### src/sv/cpsr_pkg.sv
// ----------------------------------------------------------------------------
// Chunked page stream receiver package
// Opcodes, result kinds, protocol bytes and the CRC-16/CCITT-FALSE byte step.
// ----------------------------------------------------------------------------
package cpsr_pkg;

  localparam int CPSR_CHUNK_BYTES     = 32;
  localparam int CPSR_CHUNKS_PER_PAGE = 8;

  localparam logic [1:0] OP_START   = 2'd0;
  localparam logic [1:0] OP_BYTE    = 2'd1;
  localparam logic [1:0] OP_TIMEOUT = 2'd2;
  localparam logic [1:0] OP_READ    = 2'd3;

  localparam logic [1:0] KIND_HOST       = 2'd0;
  localparam logic [1:0] KIND_PAGE_READY = 2'd1;
  localparam logic [1:0] KIND_READ_DATA  = 2'd2;

  localparam logic [7:0]  HDR_ACK     = 8'h06;
  localparam logic [7:0]  HDR_END     = 8'h03;
  localparam logic [7:0]  HDR_DONE    = 8'h01;
  localparam logic [7:0]  ERASED_BYTE = 8'hFF;
  localparam logic [15:0] CRC_SEED    = 16'hFFFF;

  // One byte of CRC-16/CCITT-FALSE (poly 0x1021, MSB first), table-free form.
  function automatic logic [15:0] crc16_byte(input logic [15:0] crc,
                                             input logic [7:0]  data);
    logic [7:0] x;
    x = crc[15:8] ^ data;
    x = x ^ (x >> 4);
    return {crc[7:0], 8'h00} ^ {x[3:0], 12'h000} ^ {3'b000, x, 5'b00000} ^
           {8'h00, x};
  endfunction

endpackage

### src/sv/cpsr_cmd_if.sv
// ----------------------------------------------------------------------------
// Command channel
// Valid/ready channel that carries one command item to the receiver.
// ----------------------------------------------------------------------------
interface cpsr_cmd_if;
  logic       valid;
  logic       ready;
  logic [1:0] opcode;
  logic [7:0] program_number;
  logic [7:0] page_number;
  logic [7:0] rx_byte;
  logic [7:0] read_index;

  modport source (output valid, opcode, program_number, page_number, rx_byte,
                  read_index, input ready);
  modport sink (input valid, opcode, program_number, page_number, rx_byte,
                read_index, output ready);
endinterface

### src/sv/cpsr_rsp_if.sv
// ----------------------------------------------------------------------------
// Result channel
// Valid/ready channel that carries one result item from the receiver.
// ----------------------------------------------------------------------------
interface cpsr_rsp_if;
  logic       valid;
  logic       ready;
  logic [1:0] kind;
  logic [7:0] out_byte;
  logic [7:0] commit_program;
  logic [7:0] commit_page;
  logic       last;

  modport source (output valid, kind, out_byte, commit_program, commit_page, last,
                  input ready);
  modport sink (input valid, kind, out_byte, commit_program, commit_page, last,
                output ready);
endinterface

### src/sv/chunked_page_stream_receiver_top.sv
// ----------------------------------------------------------------------------
// Chunked page stream receiver
// Buffers one page of streamed bytes and reports a CRC byte per chunk.
// ----------------------------------------------------------------------------
// Items enter on cmd (start, received byte, timeout, buffer read) and results
// leave on rsp; each result marks the final one of its command with last.
// A start gives four host bytes (06, program, page, 03). A byte that closes a
// chunk gives the low CRC byte; the byte that closes the page adds a
// page-ready result and 06 01 program page 03, seven results in all. A read
// gives one data result. Other bytes and timeouts give no result.
// The first result of an item is shown in the cycle after it is
// accepted. A command is taken every cycle while the result register is
// empty or drains its final result in that cycle, so a stream of bytes runs
// at one per cycle and a command with N results occupies the result register
// until all N have been taken. The rate is set by that single result register and by the
// one-write, one-read page RAM with its registered read port.
// Reset clears the stream state and the result register; the page RAM is not
// cleared, a fill count marks bytes not yet received in this stream, which
// read as FF. While rsp is stalled the pending result holds, and cmd ready
// stays low until its final result has been taken.
// ----------------------------------------------------------------------------
module chunked_page_stream_receiver_top #(
  parameter int CHUNK_BYTES     = cpsr_pkg::CPSR_CHUNK_BYTES,
  parameter int CHUNKS_PER_PAGE = cpsr_pkg::CPSR_CHUNKS_PER_PAGE
) (
  input  logic       clk,
  input  logic       rst,
  cpsr_cmd_if.sink   cmd,
  cpsr_rsp_if.source rsp
);
  import cpsr_pkg::*;

  localparam int PAGE_BYTES = CHUNK_BYTES * CHUNKS_PER_PAGE;
  localparam int ADDR_W     = (PAGE_BYTES > 1) ? $clog2(PAGE_BYTES) : 1;
  localparam int CNT_W      = $clog2(PAGE_BYTES + 1);
  localparam int POS_W      = (CHUNK_BYTES > 1) ? $clog2(CHUNK_BYTES) : 1;
  localparam int CMP_W      = (CNT_W > 8) ? CNT_W : 8;

  typedef enum logic [1:0] {JOB_START, JOB_CRC, JOB_COMMIT, JOB_READ} job_t;
  typedef enum logic [1:0] {RD_MEM, RD_ERASED, RD_NONE} rd_src_t;

  logic             job_valid;
  job_t             job;
  logic [2:0]       step;
  logic [7:0]       job_crc;
  rd_src_t          rd_src;
  logic [CNT_W-1:0] byte_count;
  logic [POS_W-1:0] chunk_pos;
  logic [15:0]      running_crc;
  logic             streaming;
  logic [7:0]       held_program;
  logic [7:0]       held_page;

  logic             cmd_acc;
  logic             rsp_acc;
  logic             rsp_last;
  logic             byte_take;
  logic             chunk_end;
  logic             page_end;
  logic             job_load;
  logic [15:0]      crc_next;
  logic [CMP_W-1:0] idx_ext;
  logic [7:0]       mem_data;

  assign cmd_acc   = cmd.valid && cmd.ready;
  assign rsp_acc   = rsp.valid && rsp.ready;
  assign cmd.ready = !job_valid || (rsp.ready && rsp_last);
  assign byte_take = cmd_acc && (cmd.opcode == OP_BYTE) && streaming;
  assign chunk_end = (chunk_pos == POS_W'(CHUNK_BYTES - 1));
  assign page_end  = (byte_count == CNT_W'(PAGE_BYTES - 1));
  assign crc_next  = crc16_byte(running_crc, cmd.rx_byte);
  assign idx_ext   = CMP_W'(cmd.read_index);

  // An accepted item that produces at least one result loads the result register.
  assign job_load  = (cmd_acc && ((cmd.opcode == OP_START) || (cmd.opcode == OP_READ))) ||
                     (byte_take && chunk_end);

  cpsr_page_buf #(
    .DEPTH  (PAGE_BYTES),
    .ADDR_W (ADDR_W)
  ) u_page_buf (
    .clk     (clk),
    .wr_en   (byte_take),
    .wr_addr (ADDR_W'(byte_count)),
    .wr_data (cmd.rx_byte),
    .rd_en   (cmd_acc && (cmd.opcode == OP_READ)),
    .rd_addr (ADDR_W'(cmd.read_index)),
    .rd_data (mem_data)
  );

  // Result sequencer: the pending job and its step select the current item.
  always_comb begin
    rsp.kind           = KIND_HOST;
    rsp.out_byte       = 8'h00;
    rsp.commit_program = 8'h00;
    rsp.commit_page    = 8'h00;
    rsp_last           = 1'b0;
    case (job)
      JOB_START: begin
        case (step)
          3'd0:    rsp.out_byte = HDR_ACK;
          3'd1:    rsp.out_byte = held_program;
          3'd2:    rsp.out_byte = held_page;
          default: begin
            rsp.out_byte = HDR_END;
            rsp_last     = 1'b1;
          end
        endcase
      end
      JOB_CRC: begin
        rsp.out_byte = job_crc;
        rsp_last     = 1'b1;
      end
      JOB_COMMIT: begin
        case (step)
          3'd0: rsp.out_byte = job_crc;
          3'd1: begin
            rsp.kind           = KIND_PAGE_READY;
            rsp.commit_program = held_program;
            rsp.commit_page    = held_page;
          end
          3'd2:    rsp.out_byte = HDR_ACK;
          3'd3:    rsp.out_byte = HDR_DONE;
          3'd4:    rsp.out_byte = held_program;
          3'd5:    rsp.out_byte = held_page;
          default: begin
            rsp.out_byte = HDR_END;
            rsp_last     = 1'b1;
          end
        endcase
      end
      default: begin
        rsp.kind = KIND_READ_DATA;
        case (rd_src)
          RD_MEM:    rsp.out_byte = mem_data;
          RD_ERASED: rsp.out_byte = ERASED_BYTE;
          default:   rsp.out_byte = 8'h00;
        endcase
        rsp_last = 1'b1;
      end
    endcase
  end

  assign rsp.valid = job_valid;
  assign rsp.last  = rsp_last;

  always_ff @(posedge clk) begin
    if (rst) begin
      job_valid    <= 1'b0;
      step         <= 3'd0;
      byte_count   <= '0;
      chunk_pos    <= '0;
      running_crc  <= CRC_SEED;
      streaming    <= 1'b0;
      held_program <= 8'h00;
      held_page    <= 8'h00;
    end else begin
      if (job_load) begin
        job_valid <= 1'b1;
      end else if (rsp_acc && rsp_last) begin
        job_valid <= 1'b0;
      end
      if (rsp_acc && !rsp_last) begin
        step <= step + 3'd1;
      end
      if (cmd_acc) begin
        unique case (cmd.opcode)
          OP_START: begin
            held_program <= cmd.program_number;
            held_page    <= cmd.page_number;
            byte_count   <= '0;
            chunk_pos    <= '0;
            running_crc  <= CRC_SEED;
            streaming    <= 1'b1;
            job          <= JOB_START;
            step         <= 3'd0;
          end
          OP_BYTE: begin
            if (streaming) begin
              byte_count <= byte_count + CNT_W'(1);
              if (chunk_end) begin
                chunk_pos   <= '0;
                running_crc <= CRC_SEED;
                job_crc     <= crc_next[7:0];
                step        <= 3'd0;
                if (page_end) begin
                  streaming <= 1'b0;
                  job       <= JOB_COMMIT;
                end else begin
                  job <= JOB_CRC;
                end
              end else begin
                chunk_pos   <= chunk_pos + POS_W'(1);
                running_crc <= crc_next;
              end
            end
          end
          OP_TIMEOUT: begin
            byte_count  <= '0;
            chunk_pos   <= '0;
            running_crc <= CRC_SEED;
            streaming   <= 1'b0;
          end
          OP_READ: begin
            // Entries at or past the fill count hold erased data this stream.
            if (idx_ext >= CMP_W'(PAGE_BYTES)) begin
              rd_src <= RD_NONE;
            end else if (idx_ext >= CMP_W'(byte_count)) begin
              rd_src <= RD_ERASED;
            end else begin
              rd_src <= RD_MEM;
            end
            job  <= JOB_READ;
            step <= 3'd0;
          end
        endcase
      end
    end
  end

endmodule

### src/sv/cpsr_page_buf.sv
// ----------------------------------------------------------------------------
// Page buffer
// Single-port-write, single-port-read synchronous RAM with registered read.
// ----------------------------------------------------------------------------
module cpsr_page_buf #(
  parameter int DEPTH  = 256,
  parameter int ADDR_W = 8
) (
  input  logic              clk,
  input  logic              wr_en,
  input  logic [ADDR_W-1:0] wr_addr,
  input  logic [7:0]        wr_data,
  input  logic              rd_en,
  input  logic [ADDR_W-1:0] rd_addr,
  output logic [7:0]        rd_data
);

  logic [7:0] mem [0:DEPTH-1];

  always_ff @(posedge clk) begin
    if (wr_en) begin
      mem[wr_addr] <= wr_data;
    end
    if (rd_en) begin
      rd_data <= mem[rd_addr];
    end
  end

endmodule

### src/flat_wrapper.sv
// flat-port wrapper written by rule: the top's interface ports become plain ports
module chunked_page_stream_receiver_top_flat import cpsr_pkg::*;
#(
  parameter int CHUNK_BYTES     = cpsr_pkg::CPSR_CHUNK_BYTES,
  parameter int CHUNKS_PER_PAGE = cpsr_pkg::CPSR_CHUNKS_PER_PAGE
)
  (clk, rst, cmd_valid, cmd_opcode, cmd_program_number, cmd_page_number, cmd_rx_byte, cmd_read_index, cmd_ready, rsp_valid, rsp_kind, rsp_out_byte, rsp_commit_program, rsp_commit_page, rsp_last, rsp_ready);
  cpsr_cmd_if cmd_i ();
  cpsr_rsp_if rsp_i ();
  input  logic clk;
  input  logic rst;
  input wire logic [$bits(cmd_i.valid)-1:0] cmd_valid;
  input wire logic [$bits(cmd_i.opcode)-1:0] cmd_opcode;
  input wire logic [$bits(cmd_i.program_number)-1:0] cmd_program_number;
  input wire logic [$bits(cmd_i.page_number)-1:0] cmd_page_number;
  input wire logic [$bits(cmd_i.rx_byte)-1:0] cmd_rx_byte;
  input wire logic [$bits(cmd_i.read_index)-1:0] cmd_read_index;
  output wire logic [$bits(cmd_i.ready)-1:0] cmd_ready;
  output wire logic [$bits(rsp_i.valid)-1:0] rsp_valid;
  output wire logic [$bits(rsp_i.kind)-1:0] rsp_kind;
  output wire logic [$bits(rsp_i.out_byte)-1:0] rsp_out_byte;
  output wire logic [$bits(rsp_i.commit_program)-1:0] rsp_commit_program;
  output wire logic [$bits(rsp_i.commit_page)-1:0] rsp_commit_page;
  output wire logic [$bits(rsp_i.last)-1:0] rsp_last;
  input wire logic [$bits(rsp_i.ready)-1:0] rsp_ready;
  assign cmd_i.valid = cmd_valid;
  assign cmd_i.opcode = cmd_opcode;
  assign cmd_i.program_number = cmd_program_number;
  assign cmd_i.page_number = cmd_page_number;
  assign cmd_i.rx_byte = cmd_rx_byte;
  assign cmd_i.read_index = cmd_read_index;
  assign cmd_ready = cmd_i.ready;
  assign rsp_valid = rsp_i.valid;
  assign rsp_kind = rsp_i.kind;
  assign rsp_out_byte = rsp_i.out_byte;
  assign rsp_commit_program = rsp_i.commit_program;
  assign rsp_commit_page = rsp_i.commit_page;
  assign rsp_last = rsp_i.last;
  assign rsp_i.ready = rsp_ready;
  chunked_page_stream_receiver_top #(.CHUNK_BYTES(CHUNK_BYTES), .CHUNKS_PER_PAGE(CHUNKS_PER_PAGE)) u_core (.clk(clk), .rst(rst), .cmd(cmd_i), .rsp(rsp_i));
endmodule
### config.mk
export PLATFORM = sky130hd
export DESIGN_NAME = chunked_page_stream_receiver_top_flat
export DESIGN_NICKNAME = d
export VERILOG_FILES = /design/src/sv/cpsr_pkg.sv /design/src/sv/cpsr_cmd_if.sv /design/src/sv/cpsr_rsp_if.sv /design/src/sv/chunked_page_stream_receiver_top.sv /design/src/sv/cpsr_page_buf.sv /design/src/flat_wrapper.sv
export SDC_FILE = /design/constraint.sdc
export NUM_CORES = 2
export LEC_CHECK = 0
export BUFFER_PORTS_ARGS = -buffer_cell sky130_fd_sc_hd__buf_4
export CAP_MARGIN = 20
export CORE_MARGIN = 10
export CORE_UTILIZATION = 45
export CTS_CLUSTER_DIAMETER = 50
export DETAILED_ROUTE_END_ITERATION = 6
export GPL_TIMING_DRIVEN = 0
export PLACE_DENSITY_LB_ADDON = 0.12
export SETUP_SLACK_MARGIN = 0.2
export SKIP_LAST_GASP = 1
export SLEW_MARGIN = 20
export SYNTH_ARGS = -nofsm -noshare
export SYNTH_HDL_FRONTEND = slang
export SYNTH_SLANG_ARGS = --single-unit
### constraint.sdc
create_clock -name clk -period 3.5 [get_ports clk]
set_input_delay 0.175 -clock clk [delete_from_list [all_inputs] [get_ports clk]]
set_output_delay 0.175 -clock clk [all_outputs]
set_load 0.005 [all_outputs]
* After elaboration in Yosys (flattened, before gate mapping)
Memories as Yosys holds them, arrays and structs flattened. A register that Yosys moved wholly into a read port is not among the register bits.
Cells that the tools add are included.
** Storage, ports and cells
- Flip-flop bits (word level) :: 63
- Bits in writable memories :: 2048
- Output and inout bits :: 29
- Memories kept :: 1
** Cells by class
- Add/sub/neg operators :: 3
- Magnitude comparators :: 2
- Equal/unequal tests :: 15
- Mux-type cells :: 39
- Bitwise gates (word level) :: 6
- Reduce and logical (&&, ||, !) cells :: 34
** Memories
- u_core.u_page_buf.mem :: words 256, width 8, rd ports 1, clocked after Yosys merged registers in 1, write ports 1, RTL line cpsr_page_buf.sv:18 : logic [7:0] mem [0:DEPTH-1];
** Operators with widths (count)
- $pmux 8 s3 :: 2
- $pmux 8 s6 :: 1
- $mux 16 :: 2
- $mux 8 :: 4
- $pmux 16 s2 :: 1
- $pmux 9 s2 :: 1
- $pmux 8 s2 :: 1
- $xor 16x13->16 :: 1
- $xor 16x16->16 :: 1
- $xor 16x8->16 :: 1
- $mux 3 :: 4
- $mux 1 :: 11
- $logic_and 1x1->1 :: 10
- $mux 5 :: 2
- $pmux 5 s2 :: 1
- $reduce_and 5->1 :: 2
- $add 9x1->9 const B :: 1
- $eq 9x8->1 const B :: 1
- $ge 8x9->1 :: 1
- $ge 8x9->1 const B :: 1
- $mux 9 :: 1
- $xor 8x4->8 :: 1
- $xor 8x8->8 :: 1
- $eq 2x1->1 const B :: 3
- 26 further kinds :: 44

* Logic depth before layout (Yosys ltp)
- Word-level depth :: 12
- Gate-level depth with buffers :: 15
- Depth with buffers taken out :: 9

* Cells and area by module
Synthesis repeated with hierarchy kept, for this count alone.
** Unflattened totals
- Cell total of the unflattened synthesis :: 4172
- Area, all modules :: 83471.3 µm²
** Modules (own cells, without submodules)
- cpsr_page_buf :: instances 1, cells each 3733, area an instance 79636.4 µm²
- chunked_page_stream_receiver_top :: instances 1, cells each 439, area an instance 3834.9 µm²

* Least setup slack after synthesis
OpenSTA, ideal clock, no wires.
- Path type :: register -> register
- Start point :: register u_core.step[2]
- End point :: memory u_core.u_page_buf.mem[216][0] (enable)
- Setup time :: 370 ps
- Arrival time :: 2989 ps
- Setup slack :: 141 ps
- Cell stages (with the launch flop) :: 12
- Path buffers :: 2
- Period minus slack after synthesis :: 3359 ps
- Path through :: dfxtp_1 -> clkbuf_1 -> inv_1 -> ha_1 -> nor3_2 -> a211oi_2 -> o31ai_4 -> nand2_1 -> nor3_4 -> nand4_1 -> clkbuf_1 -> nor2_1
** On the way
- Longest elaborated chain between the ends :: 11
- Elaborated cells on any way between the ends :: 18
- Those cells by class :: eq/ne (5); mux (5); reduce/logical (8)
** RTL lines
- start: declaration :: RTL line chunked_page_stream_receiver_top.sv:44 : logic [2:0] step;
- start signal: assignment :: RTL line chunked_page_stream_receiver_top.sv:164 : step <= step + 3'd1;
- $eq 3x1->1, or another cell as far along :: RTL line chunked_page_stream_receiver_top.sv:100, chunked_page_stream_receiver_top.sv:115
- $reduce_or 6->1 (no line) / $reduce_or 3->1 (equally long branches)
- $mux 1 (on tied branches) :: RTL line chunked_page_stream_receiver_top.sv:115, chunked_page_stream_receiver_top.sv:100
- $pmux 1 s2 * :: RTL line chunked_page_stream_receiver_top.sv:98 : case (job)
- $logic_and 1x1->1 * :: RTL line chunked_page_stream_receiver_top.sv:67 : assign cmd.ready = !job_valid || (rsp.ready && rsp_last);
- $logic_or 1x1->1 * :: RTL line chunked_page_stream_receiver_top.sv:67
- net cmd_ready :: RTL line flat_wrapper.sv:18 : output wire logic [$bits(cmd_i.ready)-1:0] cmd_ready;
- $logic_and 1x1->1 * :: RTL line chunked_page_stream_receiver_top.sv:65 : assign cmd_acc = cmd.valid && cmd.ready;
- $logic_and 1x1->1 * (2 in a row) :: RTL line chunked_page_stream_receiver_top.sv:68 : assign byte_take = cmd_acc && (cmd.opcode == OP_BYTE) && streaming;
- $mux 1 * :: RTL line cpsr_page_buf.sv:21 : if (wr_en) begin
- $mux 1 (implied by the code) * :: RTL line cpsr_page_buf.sv:22 : mem[wr_addr] <= wr_data;
- end: declaration :: RTL line cpsr_page_buf.sv:18
The timed path passes the listed nets; every way through them passes the cells marked *.

==> run metrics <==
Final Hold Vio Count=0; Startpoint Class=input pin; Gate Count Post-Synth=approximately 4000; Primary FF master, synth=edfxtp_1; Worst R2R Path Depth=5; pwr dens=541 nW/um^2; post-synthesis sequential area ratio=76.0%; Final setup viols=1; Yosys top cell by area=edfxtp_1; Avg Synthesized Cell Area=20.7 um^2; IO Count=67; Via-to-Cell Ratio=between 6 and 7; leak pwr=31.7 nW; Reg clk slew, reported paths=60 ps; clk buf depth=3; Worst Hold Class=input pin to flip-flop; clock skew=around 22 ps; Fin Hold WS=just over 80 ps; vias in the first global route=43300; first-pass GRT wire length=between 300000 and 400000 um; Met1 Wirelength=101000 um; post-synthesis register bit count=between 2000 and 2500; post-DP HPWL=158000 um; NumNets Final=between 4000 and 5000; CTS tree=built; Mapped Area=83000 um^2; Pwr Total=54.4 mW; Max-cap violations=0; final wirelength=241000 um; DRC viols=0; placed cell areas=87500 um^2; Final ANT Viol Nets=0; Finished Layout Cells=a little over 7000; clock sink count=2118; met2 WL=113000 um; top cell type's share of synthesized area=74.8%; top area cells in the synthesized netlist=edfxtp_1 75%, mux4_2 14%, mux2i_1 1.7%; Worst slew margin=17.9%; RD Place Congestion=around 0.91; Async SR Flop Fraction=0%; met3 WL=around 18000 um; post-route cell area=101000 um^2; top routing layer in use=met5; final global-route overflow total=0; post-route setup slack=-67.3 ps; RSZ-0062 raised after global routing=yes; Hold Path Stages=3; Placed Instances=6563; Std-Cell Rows=157; most frequent cells in the layout=2067 x edfxtp_1, 526 x mux4_2, 239 x clkbuf_16; Mapped Nets=4068; Max Freq=280 MHz; largest net degree at the start of global routing=about 120; fin. max-slew vios=0; die height=450 um; Buffers on Ports=64; fin crit period=about 3600 ps; CTS Buf Count=224; Worst-Skew Late Latency=850 ps; total negative slack=-67.3 ps; P&R area growth vs syn=21.1%; Initial Utilization=45.3%; Tot GR Track Use=23.5%; DIE WIDTH=between 400 and 500 um; initial antenna violation count=6; router iterations before antenna repair=7; detailed-route via count=43500; fin crit share=102%; CP Capture Type=flip-flop; r2r setup slk=approximately 170 ps; Iter 0 DRT Violations=5098; share of cells above drive strength 1=34.6%; failing checks=negative setup slack; Req. time, crit path=4070 ps; maximum VDD drop=between 500 and 600 uV; root buffer cell=clkbuf_16; drt wl/cell=between 30 and 40 um; Slew @ Worst Pin=1230 ps; most common cell after layout, fill and taps aside=edfxtp_1; Post-synth EDFFs=2067; crit path kind=input pin to flip-flop; die footprint=between 200000 and 250000 um^2; crit path DAT=4140 ps; Yosys warnings=0; # H-tree levels=4; maximum fanout along the worst path=10; count of different cell masters after synthesis=59; core area=183000 um^2; status=finished with violations
[layer usage]
layer	vias up	GRT usage, %
met1	23300	33.6
met5	-	0
met3	391	4.37
li1	17800	-
met2	1950	36.1
met4	2	8.51
[through the flow]
stage          utilization (%)  setup slack (ps)
2_1_floorplan                -               141
3_3_place_gp              47.3             -1740
3_5_place_dp              47.7             -1550
4_1_cts                   54.6              90.1
5_1_grt                   54.8              38.0
6_report                  54.9             -67.3
[layout make-up]
cell class	count	area (um^2)
Clock buffer	275	5890
Antenna cell	4	10.0
Timing Repair Buffer	332	4690
Inverter	21	82.6
Tap cell	2464	3080
Clock inverter	138	1360
Fill cell	13900	82700
Buffer	235	1610
Sequential cell	2118	63100
Multi-Input combinational cell	1632	20700
[path summary, 6_finish.rpt]
kind / from / end
worst max-delay path: cmd_read_index[3] / u_core.u_page_buf.rd_data[1]
worst min-delay path: cmd_read_index[6] / u_core.rd_src[0]
worst max register to register: u_core.byte_count[0] / u_core.u_page_buf.mem[219][1]
worst min register to register: u_core.chunk_pos[4] / u_core.chunk_pos[4]
[registers in the layout, summed over array words and instances, names as in the netlist, 5 cells and up]
name	cells
u_core.byte_count	9
u_core.u_page_buf.mem	2048
u_core.u_page_buf.rd_data	8
u_core.running_crc	16
u_core.job_crc	8
u_core.chunk_pos	5
u_core.held_page	8
u_core.held_program	8
[worst max-delay path, stage by stage]
cell and delay, ps:
buf_4 170, buf_2 450, buf_2 570, clkbuf_1 900
mux4_2 410, mux2i_1 100, a22oi_1 350, o21ai_0 380
a31oi_1 590
[cell usage after synthesis (all sizes together) (4+ instances only)]
cell	instances
nor3	40
o21ai	28
nor2	333
mux2	17
a22oi	44
a211o	5
o21bai	8
nand3	47
nand2b	8
a211oi	45
and3	5
mux2i	145
a31oi	4
nor2b	5
buf	125
a21oi	45
xnor2	15
xor2	15
a22o	11
inv	21
mux4	526
ha	24
a221oi	17
o31ai	5
o22ai	65
and2	33
nand2	98
nor4	4
nand4	11
edfxtp	2067
dfxtp	51
clkbuf	110
o221ai	5
[cell families after synthesis]
| kind of cell | Yosys count | synth area share, % |
|---|---|---|
| muxes | 688 | 16.2 |
| adders and majority gates | 24 | 0.362 |
| AOI/OAI and AO/OA | 294 | 2.43 |
| xor gates and xnor gates | 30 | 0.316 |
| and+or+nand+nor | 596 | 3.12 |
| DFF | 2118 | 76.0 |
| buffers and inverters | 256 | 1.53 |
[timing repair]
item | 4_1_cts | 5_1_grt
hold endpoints to repair | 653 | 0
endpoints found under the setup margin | 2100 | 1908
gates resized for setup | 586 | 79
hold buffers | 32 | 0
cloned | 6 | 1
pin swaps | 139 | 22
buffers inserted | 177 | 23
[report_power, final]
part	total, mW	internal (mW)	switching [mW]
Sequential	27.9	27.9	0.0308
Combinational	3.03	1.06	1.97
Clock	23.5	13.6	9.88
Total	54.4	42.5	11.9
(Power assumes the default switching activity.)
